### config.mk
export PLATFORM = sky130hd
export DESIGN_NAME = vku_mul
export DESIGN_NICKNAME = d
export VERILOG_FILES = /design/src/vku_pkg.sv /design/src/vku_mul.sv
export SDC_FILE = /design/constraint.sdc
export NUM_CORES = 2
export LEC_CHECK = 0
export BUFFER_PORTS_ARGS = -buffer_cell sky130_fd_sc_hd__buf_2
export CAP_MARGIN = 40
export CORE_MARGIN = 4
export CORE_UTILIZATION = 60
export CTS_BUF_LIST = sky130_fd_sc_hd__clkbuf_4
export CTS_CLUSTER_DIAMETER = 150
export CTS_CLUSTER_SIZE = 28
export DETAILED_ROUTE_END_ITERATION = 10
export GPL_TIMING_DRIVEN = 0
export PLACE_DENSITY_LB_ADDON = 0.3
export SYNTH_ARGS = -nofsm -noshare
export SYNTH_HDL_FRONTEND = slang
export SYNTH_SLANG_ARGS = --single-unit
### constraint.sdc
create_clock -name aclk -period 7.69 [get_ports aclk]
set_input_delay 1.1535 -clock aclk [delete_from_list [all_inputs] [get_ports aclk]]
set_output_delay 1.1535 -clock aclk [all_outputs]
set_load 0.02 [all_outputs]
### src/vku_pkg.sv
`default_nettype none

package vku_pkg;

    // Value width of every stored and reported Q16.16 quantity.
    localparam int VW = 32;
    // Width of an unsigned Q1.16 gain or rate that can reach 1.0.
    localparam int GW = 17;
    // Width of the saturation input, wide enough for every sum in the update.
    localparam int SW = 54;
    // Shared multiplier operand and product widths.
    localparam int MAW = 18;
    localparam int MBW = 35;
    localparam int MPW = MAW + MBW;
    // Divider operand width: magnitudes of w+v and w+v+noise.
    localparam int DW = 34;

    localparam logic [GW-1:0] GAIN_ONE = 17'd65536;

    // Command codes.
    localparam logic CMD_LOAD  = 1'b0;
    localparam logic CMD_TRIAL = 1'b1;

    typedef struct packed {
        logic                 command;
        logic [5:0]           choice;
        logic signed [VW-1:0] outcome;
        logic                 outcome_present;
        logic [GW-1:0]        volatility_rate;
        logic signed [VW-1:0] load_prediction;
        logic signed [VW-1:0] load_volatility;
        logic signed [VW-1:0] load_uncertainty;
    } in_t;

    typedef struct packed {
        logic signed [VW-1:0] prior_prediction;
        logic signed [VW-1:0] prior_volatility;
        logic signed [VW-1:0] prior_uncertainty;
        logic signed [VW-1:0] prediction_error;
        logic [GW-1:0]        learning_rate;
        logic signed [VW-1:0] volatility_error;
        logic                 updated;
    } out_t;

    // Request to the gain divider: both magnitudes are nonzero.
    typedef struct packed {
        logic          start;
        logic [DW-1:0] num;
        logic [DW-1:0] den;
    } div_req_t;

    typedef struct packed {
        logic          done;
        logic [GW-1:0] gain;
    } div_rsp_t;

    // Clamp a wide signed value into the signed value range.
    function automatic logic signed [VW-1:0] sat_val(input logic signed [SW-1:0] x);
        logic signed [VW-1:0] r;
        if ((&x[SW-1:VW-1]) || !(|x[SW-1:VW-1])) begin
            r = x[VW-1:0];
        end else if (x[SW-1]) begin
            r = {1'b1, {(VW-1){1'b0}}};
        end else begin
            r = {1'b0, {(VW-1){1'b1}}};
        end
        return r;
    endfunction

endpackage

`default_nettype wire

### src/vku_mul.sv
`default_nettype none

module vku_mul
    import vku_pkg::*;
(
    input  wire logic                   aclk,
    input  wire logic signed [MAW-1:0]  a,
    input  wire logic signed [MBW-1:0]  b,
    output logic      signed [MPW-1:0]  prod
);

    // Shared signed multiplier with its product registered.
    always_ff @(posedge aclk) begin
        prod <= MPW'(a) * MPW'(b);
    end

endmodule

`default_nettype wire

==> run metrics <==
Hold Path Class=input port to flop; via density per instance=5.58; number of global-route vias before repair=18800; Slew headroom=56.8%; fin crit share=98.9%; largest reg by FF count=prod; clock buffer depth=2; Top Ports=107; Async SR Flop Fraction=0%; Hold Startpoint=b[0]; ranking of synthesized cells by area=fa_1, inv_1, ha_1, and2_1, nand2_1; post-layout util=64.7%; placed cell areas=23400 um^2; cell taking the most area after synthesis=fa_1; Syn-to-layout area delta=6.05%; critical path, cell by cell=buf_2 > clkbuf_1 > and2_1 > fa_1 > fa_1 > fa_1 > fa_1 > fa_1 > inv_1 > fa_1 > inv_1 > ha_1 > nand3_1 > nor2_1 > o311ai_1 > buf_2 > a21oi_1 > a21oi_4 > a21oi_2 > a31oi_1 > o21ai_1 > xor2_1; status=completed; RD Place Congestion=0.972; post-synthesis sequential area ratio=4.74%; hold depth=2; Die X=201 um; CTS buffer count=5; Total GRT Usage=33.6%; final setup violation count=0; initial antenna violation count=12; ANT nets after route=0; Max-cap violations=0; RSZ-0062 raised after global routing=true; max FFs per register=53; CTS tree=done; layout cell share with drive strength beyond 1=7.85%; Synth Area in Compound Gates=4.37%; slowest CP cell=fa_1; Synth Area in Adders=60.9%; cells after synthesis=2450; commonest non-fill, non-tap cell in the layout=inv_1; Crit path largest cell delay=0.62 ns; initial drt markers=1165; max-slew violations=0; clock root buffer=clkbuf_4; DRT Pass-1 Iters=5; CTS H-Tree Depth=2; Regs by FF count=prod x53; multiplexer share of the synthesized area=0%; CP Data Required Time=8.18 ns; post-synthesis xor/xnor area fraction=2.15%; CTS hold repair buffers=0; worst path bufs/invs=5; Worst Hold End=prod[0]$_DFF_P_; Post-synth EDFFs=0; Fill cells=3099; critical path arrival=8.10 ns; post-synthesis register bit count=53; CP Launch Type=input port; Post-Syn Area=22400 um^2; most frequent cells in the layout=inv_1, fa_1, nand2_1; IO buf count=87; f_max=0.131 GHz; ys flop type=dfxtp_1; Post-route DRC=0; CP Capture Type=flop; nets=3330; core area=36700 um^2; first-pass GRT wire length=104 mm; worst hold slack=0.954 ns; largest family of logic cells by synthesized area=adder cells; final hold viol count=0; Post-Synth Simple-Gate Area=15.1%; effective utilization at floorplan=61.0%; CP dominant cell by count=fa_1; final setup margin=0.0816 ns; post-layout min period=7.61 ns; gr ovfl total=0; Tightest Pin Transition=0.648 ns; top cell type's share of synthesized area=53.8%; synth unique cells=49; CP Class=input port to flop; die area=40400 um^2; largest net degree at the start of global routing=18; routed len/inst=21.4 um; Syn Nets=3232; std cell rows=70; Via Count=16800; clk sinks=53; die height=201 um; crit-path max FO=10; syn avg cell area=9.13 um^2; post-detail-place hpwl=54.3 mm; post-route cell area=23700 um^2; setup repair bufs after CTS=0; CP delay by family, top=adder cells; Routed WL=64.6 mm; clock-pin slew on the worst setup and hold paths=0.20 ns; Synth warnings=0; Place WS=-1.58 ns
-- final cells by class --
type                            instances  area (um^2)  share of cell area (%)
Antenna cell                            5         12.5                  0.0527
Sequential cell                        53         1060                    4.47
Tap cell                              468          586                    2.47
Timing Repair Buffer                   91          477                    2.01
Clock inverter                          3         46.3                   0.195
Buffer                                120          608                    2.56
Inverter                              641         2410                    10.1
Clock buffer                            5         37.5                   0.158
Multi-Input combinational cell       1636        18500                    77.9
-- kinds of logic after synthesis --
logic type               after synthesis
adder cells (fa/ha/maj)              728
XOR/XNOR                              55
AO/OA/AOI/OAI                        146
AND/OR/NAND/NOR                      707
buffers and inverters                761
flip-flops                            53
-- through the flow --
| stage | cells | TNS [ns] |
|---|---|---|
| finish | 3022 | 0 |
| CTS | 3017 | 0 |
| global placement | 3005 | -21.28 |
| global route | 3020 | -0.0370 |
| detailed placement | 3009 | -19.11 |
| floorplan | 2450 | 0 |
-- layer usage --
layer  share of wire (%)  routed length (um)  global-route usage, %  up-vias
met5                0.11                  74                      0        -
met4                 4.3                2800                   12.9       12
met3                 9.9                6420                   8.85      182
met2                  48               30900                   54.8      791
met1                  38               24400                   43.6     8684
li1                    -                   -                      -     7180
-- synth_stat cells (all sizes together), types with 3 or more instances --
| library cell | number |
|---|---|
| o31a | 3 |
| inv | 641 |
| a211oi | 5 |
| xor2 | 16 |
| xnor2 | 39 |
| dfxtp | 53 |
| nand3 | 5 |
| nand2 | 372 |
| o21ai | 23 |
| nor2b | 3 |
| nand4 | 10 |
| clkbuf | 118 |
| o21bai | 5 |
| a21o | 37 |
| ha | 127 |
| and3 | 4 |
| nand2b | 10 |
| nor3 | 6 |
| and2 | 249 |
| o21a | 5 |
| a21oi | 39 |
| nor2 | 43 |
| fa | 601 |
| a31oi | 7 |
-- worst max-delay path by stage --
stage	slack, ns	endpoint	depth (start not counted)	from
2_1_floorplan	0.36	prod[51]$_DFF_P_	24	b[24]
3_5_place_dp	-1.58	prod[51]$_DFF_P_	22	a[9]
5_1_grt	-0.04	prod[51]$_DFF_P_	23	b[30]
4_1_cts	0.002	prod[50]$_DFF_P_	20	a[0]
6_report	0.08	prod[51]$_DFF_P_	22	a[16]
3_3_place_gp	-1.78	prod[51]$_DFF_P_	21	a[1]
-- what timing repair did --
item                                    CTS  global route
endpoints found under the setup margin   16            10
endpoints found under the hold margin     0             0
resized for setup                        53           134
pin swaps                                 0             1
Power is left out: the tool's default activity adds up to more than one toggle a clock period on the data nets, which glitch-free logic cannot reach.
