### src/vku_pkg.sv
`default_nettype none

package vku_pkg;

    // Value width of every stored and reported Q16.16 quantity.
    localparam int VW = 32;
    // Width of an unsigned Q1.16 gain or rate that can reach 1.0.
    localparam int GW = 17;
    // Width of the saturation input, wide enough for every sum in the update.
    localparam int SW = 54;
    // Shared multiplier operand and product widths.
    localparam int MAW = 18;
    localparam int MBW = 35;
    localparam int MPW = MAW + MBW;
    // Divider operand width: magnitudes of w+v and w+v+noise.
    localparam int DW = 34;

    localparam logic [GW-1:0] GAIN_ONE = 17'd65536;

    // Command codes.
    localparam logic CMD_LOAD  = 1'b0;
    localparam logic CMD_TRIAL = 1'b1;

    typedef struct packed {
        logic                 command;
        logic [5:0]           choice;
        logic signed [VW-1:0] outcome;
        logic                 outcome_present;
        logic [GW-1:0]        volatility_rate;
        logic signed [VW-1:0] load_prediction;
        logic signed [VW-1:0] load_volatility;
        logic signed [VW-1:0] load_uncertainty;
    } in_t;

    typedef struct packed {
        logic signed [VW-1:0] prior_prediction;
        logic signed [VW-1:0] prior_volatility;
        logic signed [VW-1:0] prior_uncertainty;
        logic signed [VW-1:0] prediction_error;
        logic [GW-1:0]        learning_rate;
        logic signed [VW-1:0] volatility_error;
        logic                 updated;
    } out_t;

    // Request to the gain divider: both magnitudes are nonzero.
    typedef struct packed {
        logic          start;
        logic [DW-1:0] num;
        logic [DW-1:0] den;
    } div_req_t;

    typedef struct packed {
        logic          done;
        logic [GW-1:0] gain;
    } div_rsp_t;

    // Clamp a wide signed value into the signed value range.
    function automatic logic signed [VW-1:0] sat_val(input logic signed [SW-1:0] x);
        logic signed [VW-1:0] r;
        if ((&x[SW-1:VW-1]) || !(|x[SW-1:VW-1])) begin
            r = x[VW-1:0];
        end else if (x[SW-1]) begin
            r = {1'b1, {(VW-1){1'b0}}};
        end else begin
            r = {1'b0, {(VW-1){1'b1}}};
        end
        return r;
    endfunction

endpackage

`default_nettype wire

### src/vku_div.sv
`default_nettype none

module vku_div
    import vku_pkg::*;
(
    input  wire logic     aclk,
    input  wire logic     aresetn,
    input  wire div_req_t req,
    output div_rsp_t      rsp
);
    typedef enum logic {
        D_IDLE,
        D_RUN
    } dstate_t;

    localparam int QB = GW - 1;

    dstate_t         state_reg;
    logic            done_reg;
    logic [GW-1:0]   gain_reg;
    logic [DW:0]     r_reg;
    logic [DW-1:0]   ud_reg;
    logic [QB-1:0]   q_reg;
    logic [4:0]      cnt_reg;

    logic            ge;
    logic [DW:0]     rsub;
    logic [GW-1:0]   qf;

    // One quotient bit per cycle by restoring subtraction.
    always_comb begin
        ge   = (r_reg >= {1'b0, ud_reg});
        rsub = ge ? (r_reg - {1'b0, ud_reg}) : r_reg;
        qf   = {q_reg, ge};
    end

    always_ff @(posedge aclk) begin
        if (!aresetn) begin
            state_reg <= D_IDLE;
            done_reg  <= 1'b0;
        end else begin
            done_reg <= 1'b0;
            unique case (state_reg)
                D_IDLE: begin
                    if (req.start) begin
                        ud_reg <= req.den;
                        // A quotient of two or more clamps to one at once.
                        if ({1'b0, req.num} >= {req.den, 1'b0}) begin
                            gain_reg <= GAIN_ONE;
                            done_reg <= 1'b1;
                        end else begin
                            r_reg     <= {1'b0, req.num};
                            q_reg     <= '0;
                            cnt_reg   <= 5'(QB);
                            state_reg <= D_RUN;
                        end
                    end
                end
                D_RUN: begin
                    r_reg   <= {rsub[DW-1:0], 1'b0};
                    q_reg   <= qf[QB-1:0];
                    cnt_reg <= cnt_reg - 5'd1;
                    if (cnt_reg == 5'd0) begin
                        gain_reg  <= (qf > GAIN_ONE) ? GAIN_ONE : qf;
                        done_reg  <= 1'b1;
                        state_reg <= D_IDLE;
                    end
                end
                default: state_reg <= D_IDLE;
            endcase
        end
    end

    assign rsp.done = done_reg;
    assign rsp.gain = gain_reg;

endmodule

`default_nettype wire

### config.mk
export PLATFORM = sky130hd
export DESIGN_NAME = vku_div
export DESIGN_NICKNAME = d
export VERILOG_FILES = /design/src/vku_pkg.sv /design/src/vku_div.sv
export SDC_FILE = /design/constraint.sdc
export NUM_CORES = 1
export LEC_CHECK = 0
export BUFFER_PORTS_ARGS = -buffer_cell sky130_fd_sc_hd__buf_4
export CORE_UTILIZATION = 53
export DETAILED_ROUTE_END_ITERATION = 8
export GPL_ROUTABILITY_DRIVEN = 0
export PLACE_DENSITY = 0.8
export SETUP_SLACK_MARGIN = 0.3
export SLEW_MARGIN = 30
export SYNTH_ARGS = -nofsm -noshare
export SYNTH_HDL_FRONTEND = slang
export SYNTH_SLANG_ARGS = --single-unit
export TNS_END_PERCENT = 50
### constraint.sdc
create_clock -name aclk -period 4.6 [get_ports aclk]
set_input_delay 0.23 -clock aclk [delete_from_list [all_inputs] [get_ports aclk]]
set_output_delay 0.23 -clock aclk [all_outputs]
set_load 0.1 [all_outputs]
==> Implementation_results.wiki, run 1 <==
{| class="wikitable"
! Metric !! Value
|-
| Die extent in y || 118 um
|-
| Post-synthesis cell type count || 59
|-
| Worst Clk Skew || 0.00603 ns
|-
| Average wire length per cell after detail routing || 16.2 um
|-
| Hold crit path type || input pin to flip-flop
|-
| Highest-count cells in the layout ignoring fill and taps || edfxtp_1, buf_4, inv_1
|-
| Critical-path maximum fanout || 41
|-
| Number of placed I/O pins || 89
|-
| Status || finished, final reports clean
|-
| Final critical-path required period || 3.78 ns
|-
| Cell Rows || 41
|-
| Cell Area, Synth || 7110 um^2
|-
| Critical path depth in cells || 10
|-
| Cells traversed along the worst timing path || ha_1, o211ai_1, a21oi_1, o22ai_1, o21a_2, a2bb2oi_2, a311o_4, inv_2, or3_1, a31oi_1
|-
| Leakage || 3.62 nW
|-
| Via count of the first global-routing pass || 5511
|-
| Post-synthesis cell count || 729
|-
| Synthesized netlist net count || 869
|-
| Arrival time of the worst setup path || 4.00 ns
|-
| Number of antenna-violating nets in the routed design || 0
|-
| Number of DRC violations after detailed routing || 0
|-
| Power density over the cells || 322 nW/um^2
|-
| Clock H-tree levels || 3
|-
| Main synth FF type || edfxtp_1
|-
| Post-synth ARST share || 0%
|-
| Number of antenna violations at the first check in global routing || 0
|-
| Number of setup violations in the final report || 0
|-
| Cell type with the largest total area after synthesis || edfxtp_1
|-
| Number of iterations in the first detailed-routing pass || 5
|-
| Worst-path cell with the longest stage delay || a311o_4
|-
| Longest individual stage delay on the worst path || 0.64 ns
|-
| Total buffers and inverters traversed by the critical path || 1
|-
| Area of the die || 13900 um^2
|-
| Count of flip-flops with a built-in enable after synthesis || 107
|-
| Layout cell share with drive strength beyond 1 || 14.8%
|-
| Detailed-route wire length || 15900 um
|-
| Instance area after placement || 7900 um^2
|-
| Initial standard-cell utilization of the core || 55.4%
|-
| Maximum VDD drop || 0.000163 V
|-
| Critical path endpoint category || flip-flop
|-
| Cell depth of the worst min-delay path || 1
|-
| Clk sinks || 109
|-
| Bufs on Longest Clock Path || 2
|-
| Layout-stage area growth over the synthesis result || 15.3%
|-
| Family of cells with the greatest summed delay on the critical path || compound AO/OA/AOI/OAI gates
|-
| Critical path start-end classification || flip-flop to flip-flop
|-
| Fill cell instance count of the final layout || 1047
|-
| Design area || 8200 um^2
|-
| Fraction of post-synthesis cell area in the top cell type by area || 45.2%
|-
| Inserted Clock Buffers || 9
|-
| Most common cell after layout, fill and taps aside || edfxtp_1
|-
| Ratio of final minimum period to clock period || 82.2%
|-
| Via/cell ratio || 5.75
|-
| Wire length of the first global-routing pass || 25800 um
|-
| Post-CTS Hold Buffers || 0
|-
| I/O Buffers || 88
|-
| Data required time at the worst endpoint || 4.81 ns
|-
| Total via count after detailed routing || 5642
|-
| Reg2reg path depth || 10
|-
| Width of the die || 118 um
|-
| Aggregate global-route resource usage || 23.5%
|-
| Launching element type of the critical path || flip-flop
|-
| Count of pins over their slew limit || 0
|-
| Unrepaired setup endpoints after global routing || false
|-
| Final hold vios || 0
|-
| Mean instance size in the synthesized netlist || 9.75 um^2
|-
| ANT cells || 0
|-
| Cell at the root of the clock tree || clkbuf_16
|-
| Number of maximum-capacitance violations || 0
|-
| Violation count after the first detailed-routing iteration || 380
|-
| Half-perimeter wire length of the detailed placement result || 11900 um
|-
| Post-cts repair resize count || 0
|-
| Number of synthesized register bits || 109
|-
| Area contributors post-synth || edfxtp_1, ha_1, inv_1
|-
| Clock slew at the register clock pins of the worst setup and hold paths || 0.08 ns
|-
| Count of nets after finishing || 944
|-
| Highest clock frequency the design can meet || 0.264 GHz
|-
| Std-Cell Core Area || 12800 um^2
|-
| TritonCTS clock tree || done
|-
| Transition time at the pin with the least slew margin || 0.763 ns
|-
| Number of flip-flops in the largest register || 35
|-
| Syn. warnings || 0
|-
| Largest net degree at the start of global routing || 63
|-
| Worst relative slew slack || 48.7%
|-
| Source-to-sink clock delay at the later pin of the worst-skew pair || 0.37 ns
|-
| Sum of negative setup slack || 0 ns
|-
| Global-route congestion overflow total || 0
|-
| Number of buffers added for setup after CTS || 0
|-
| Share of the yosys chip area belonging to registers || 45.8%
|}
-- power by group --
part,total (mW),internal (mW),switching [mW]
logic,0.657,0.263,0.395
clock network,0.775,0.383,0.392
registers,1.20,1.17,0.0354
-- metal layers --
layer	share of wire, %	global-route usage [%]	wire [um]
met4	3.6	12.4	580
met2	49	39.4	7750
met3	6.0	4.17	948
met1	42	29.0	6630
met5	0	0	0
-- cells by family (layout without fill, tap and decap cells) --
family / count (synthesis) / in the layout / share of synthesized area (%)
AND/OR/NAND/NOR: 231 / 231 / 15.7
AO/OA/AOI/OAI: 176 / 176 / 15.8
buffers and inverters: 111 / 191 / 6.30
flip-flops: 109 / 109 / 45.8
adder cells (fa/ha/maj): 69 / 69 / 12.2
XOR/XNOR: 28 / 28 / 3.45
multiplexers: 5 / 5 / 0.722
-- worst register-to-register path: cells and delay by family, from the launching register on --
kind	cells	cell delay, ns
AOI/OAI and AO/OA	7	1.99
adders and majority gates	1	0.40
buffers and inverters	1	0.38
DFF	1	0.40
and+or+nand+nor	1	0.46
-- stage by stage --
stage	setup WS, ns	utilization (%)	total power [mW]	hold WS, ns	std cells
3_5_place_dp	0.901	61.6	1.87	0.420	965
6_report	0.817	63.9	2.64	0.0430	981
4_1_cts	0.895	63.9	2.64	0.0386	981
5_1_grt	0.603	63.9	2.75	0.0364	981
2_1_floorplan	0.851	-	1.69	0.329	729
3_3_place_gp	1.02	61.6	1.85	0.418	965
-- layout make-up --
type,count,area [um^2],area share (%)
Multi-Input combinational cell,509,3420,41.7
Timing Repair Buffer,92,703,8.58
Clock buffer,9,225,2.75
Sequential cell,109,3250,39.7
Tap cell,172,215,2.63
Inverter,83,312,3.80
Clock inverter,7,70.1,0.855
-- synthesized netlist by cell type, types with 8 or more instances --
| library cell | n |
|---|---|
| edfxtp_1 | 107 |
| nand4_1 | 12 |
| nor2_1 | 55 |
| o21ai_0 | 31 |
| nand3_1 | 17 |
| xor2_1 | 11 |
| and3_1 | 20 |
| nand2_1 | 70 |
| xnor2_1 | 17 |
| a31oi_1 | 23 |
| ha_1 | 68 |
| and2_1 | 15 |
| a21o_1 | 17 |
| nor3_1 | 8 |
| a21oi_1 | 56 |
| inv_1 | 82 |
| nor2b_1 | 9 |
| clkbuf_1 | 19 |
-- path summary, 6_finish.rpt --
path	start	slack, ns	endpoint
max	r_reg[4]	0.82	r_reg[7]
min	req[16]	0.04	ud_reg[16]
max reg2reg	r_reg[4]	0.82	r_reg[7]
min reg2reg	q_reg[9]	0.59	q_reg[10]
(Power assumes the default switching activity.)
==> inputs of run 2 (changes only) <==
- ABC_AREA: not set -> 1
- CORE_UTILIZATION: 53 -> 61
- PLACE_DENSITY: 0.8 -> 0.85
- clock period: 4.6 -> 3.6 ns (I/O delays scaled with it)
==> Implementation_results.wiki, run 2 <==
{| class="wikitable"
! Metric !! Value
|-
| Via/cell ratio || 5.25 (-8.7%)
|-
| Count of flip-flops with a built-in enable after synthesis || 107 (unchanged)
|-
| Unrepaired setup endpoints after global routing || false
|-
| Violation count after the first detailed-routing iteration || 626 (+65%)
|-
| Source-to-sink clock delay at the later pin of the worst-skew pair || 0.37 ns (about the same)
|-
| Most frequent cell after synthesis || nand2_1
|-
| Detailed-route wire length || 21400 um (+35%)
|-
| Global-route congestion overflow total || 0 (unchanged)
|-
| Share of the yosys chip area belonging to registers || 37.9% (-7.8 points)
|-
| Bufs on Longest Clock Path || 2 (unchanged)
|-
| Arrival time of the worst setup path || 3.04 ns (-0.96 ns)
|-
| Maximum VDD drop || 0.000395 V (+140%)
|-
| Final hold vios || 0 (unchanged)
|-
| Count of pins over their slew limit || 0 (unchanged)
|-
| Highest clock frequency the design can meet || 0.346 GHz (+31%)
|-
| Sum of negative setup slack || 0 ns (unchanged)
|-
| Cell at the root of the clock tree || clkbuf_16
|-
| Data required time at the worst endpoint || 3.74 ns (-1.07 ns)
|-
| Die extent in y || 121 um (+2.4%)
|-
| Critical path start-end classification || flip-flop to flip-flop
|-
| Mean instance size in the synthesized netlist || 6.98 um^2 (-28%)
|-
| Number of antenna-violating nets in the routed design || 0 (unchanged)
|-
| I/O Buffers || 88 (unchanged)
|-
| Fraction of post-synthesis cell area in the top cell type by area || 37.4% (-7.8 points)
|-
| Initial standard-cell utilization of the core || 63.5% (+8.1 points)
|-
| Post-synth ARST share || 0% (unchanged)
|-
| Cell Area, Synth || 8580 um^2 (+21%)
|-
| Number of setup violations in the final report || 0 (unchanged)
|-
| Half-perimeter wire length of the detailed placement result || 15900 um (+34%)
|-
| Critical-path maximum fanout || 35 (-15%)
|-
| Average wire length per cell after detail routing || 14.1 um (-13%)
|-
| Origin of the critical flop-to-flop path || r_reg[10]
|-
| Transition time at the pin with the least slew margin || 0.742 ns (-0.0216 ns)
|-
| Worst setup path start || r_reg[10]
|-
| Hold crit path type || input pin to flip-flop
|-
| Number of DRC violations after detailed routing || 0 (unchanged)
|-
| Layout cell share with drive strength beyond 1 || 10.2% (-4.7 points)
|-
| Number of flip-flops in the largest register || 35 (unchanged)
|-
| Ratio of final minimum period to clock period || 80.3% (-1.9 points)
|-
| Number of iterations in the first detailed-routing pass || 7 (+2)
|-
| Area of the die || 14500 um^2 (+4.8%)
|-
| Largest net degree at the start of global routing || 55 (-13%)
|-
| Clk sinks || 109 (unchanged)
|-
| Post-synthesis cell type count || 35 (-41%)
|-
| Main synth FF type || edfxtp_1
|-
| Most used standard cells in the synthesized netlist || nand2_1, inv_1, edfxtp_1
|-
| Final core utilization || 74.4% (+10 points)
|-
| Aggregate global-route resource usage || 30.5% (+7.0 points)
|-
| Launching element type of the critical path || flip-flop
|-
| Inserted Clock Buffers || 9 (unchanged)
|-
| Cell Rows || 42 (+2.4%)
|-
| Clock slew at the register clock pins of the worst setup and hold paths || 0.09 ns (about the same)
|-
| Total via count after detailed routing || 8002 (+42%)
|-
| Clock H-tree levels || 3 (unchanged)
|-
| Worst Clk Skew || 0.0160 ns (+0.0100 ns)
|-
| Highest-count cells in the layout ignoring fill and taps || nand2_1, inv_1, edfxtp_1
|-
| Post-synthesis cell count || 1229 (+69%)
|-
| ANT cells || 0 (unchanged)
|-
| Cell depth of the worst min-delay path || 1 (unchanged)
|-
| Final critical-path required period || 2.89 ns (-0.891 ns)
|-
| Syn. warnings || 0 (unchanged)
|-
| Status || finished, final reports clean
|-
| TritonCTS clock tree || done
|-
| Placed cells || 1478 (+53%)
|-
| Reg2reg setup slack || 0.71 ns (-0.11 ns)
|-
| Reg-to-reg critical path endpoint || r_reg[34]
|-
| Area contributors post-synth || edfxtp_1, nand2_1, inv_1
|-
| Count of nets after finishing || 1483 (+57%)
|-
| Most common cell after layout, fill and taps aside || nand2_1
|-
| Power density over the cells || 368 nW/um^2 (+14%)
|-
| Number of maximum-capacitance violations || 0 (unchanged)
|-
| Std-Cell Core Area || 13500 um^2 (+5.3%)
|-
| Number of placed I/O pins || 89 (unchanged)
|-
| Via count of the first global-routing pass || 7701 (+40%)
|-
| Number of synthesized register bits || 109 (unchanged)
|-
| Wire length of the first global-routing pass || 34800 um (+35%)
|-
| Worst relative slew slack || 50.5% (+1.8 points)
|-
| Number of buffers added for setup after CTS || 0 (unchanged)
|-
| Cell type with the largest total area after synthesis || edfxtp_1
|-
| Layout-stage area growth over the synthesis result || 17.1%
|-
| Critical path endpoint category || flip-flop
|-
| Capture point of the critical path || r_reg[34]
|-
| Synthesized netlist net count || 1369 (+58%)
|-
| Width of the die || 121 um (+2.4%)
|-
| Number of antenna violations at the first check in global routing || 0 (unchanged)
|-
| Post-layout instance count excluding filler cells || 1524 (+55%)
|-
| Reg2reg path depth || 15 (+5)
|-
| Leakage || 5.47 nW (+51%)
|}
==> run 2: changes by cell type in the layout (fill, tap and decap cells not counted), moves of 9 or more <==
cell / delta
nand4_1: +9
nand3_1: +84
and3_1: -20
o21ai_0: -29
a21o_1: -15
and2_1: -9
nor2_1: +10
nand2_1: +377
dlygate4sd3_1: +30
xor2_1: -9
a31oi_1: -23
inv_1: +195
==> run 2: per-stage QoR <==
stage	hold slack, ns	power (mW)	area [um^2]	worst slack [ns]
4_1_cts	0.00217	3.68	10000	0.723
6_report	0.00566	3.70	10000	0.709
5_1_grt	0.00219	3.88	10000	0.408
3_5_place_dp	0.369	2.63	9430	0.741
2_1_floorplan	0.279	2.34	8580	0.438
3_3_place_gp	0.368	2.60	9400	0.801
==> run 2: final cells by class <==
class / instances / area (um^2)
well taps: 176 / 220
fillers: 1060 / 3460
multi-input cells: 816 / 4160
clock inverters: 7 / 91.3
repair buffers: 126 / 1040
inverters: 281 / 1050
clock buffers: 9 / 225
flip-flops and latches: 109 / 3250
==> run 2: worst min path at each step <==
stage	start	to	slack, ns
final	req[14]	ud_reg[14]	0.006
after global placement	req[7]	ud_reg[7]	0.37
after global routing	req[17]	ud_reg[17]	0.002
after CTS	req[15]	ud_reg[15]	0.002
after floorplan	req[0]	ud_reg[0]	0.28
after detailed placement	req[7]	ud_reg[7]	0.37
==> run 2: what timing repair did <==
action	in CTS	in global routing
hold endpoints to repair	29	1
gates resized for setup	0	0
hold buffers	29	1
==> run 2: routing by layer <==
| metal | global-route usage (%) | wire [um] | vias to the layer above |
|---|---|---|---|
| met5 | 0 | 0 | - |
| met2 | 51.1 | 10100 | 322 |
| met3 | 5.42 | 1530 | 56 |
| li1 | - | - | 4050 |
| met1 | 39.0 | 9200 | 3574 |
| met4 | 12.5 | 641 | 0 |
==> run 2: logic make-up after synthesis <==
logic type      after synthesis  share of synthesized area [%]
fa+ha+maj                    69                           10.1
xor+xnor                     15                           1.53
flops                       109                           37.9
simple gates                673                           32.8
buf+inv                     304                           13.8
compound gates               59                           3.75
==> run 2: where the power goes <==
| group | total [mW] | internal (mW) | switching (mW) |
|---|---|---|---|
| clock | 1.05 | 0.499 | 0.546 |
| sequential | 1.54 | 1.50 | 0.0419 |
| combinational | 1.11 | 0.403 | 0.710 |
| total | 3.70 | 2.40 | 1.30 |
==> run 2: critical path, cell delays in order (launching register included) <==
cell,delay [ns]
edfxtp_1,0.41
ha_1,0.37
nand2_1,0.14
inv_1,0.07
nand2_1,0.06
nand2_1,0.08
inv_1,0.10
nand3_1,0.14
nand2_1,0.12
nand2_2,0.08
nand2_4,0.36
nand2_4,0.34
nand2_1,0.23
nand2_1,0.07
nand2_1,0.06
inv_1,0.03
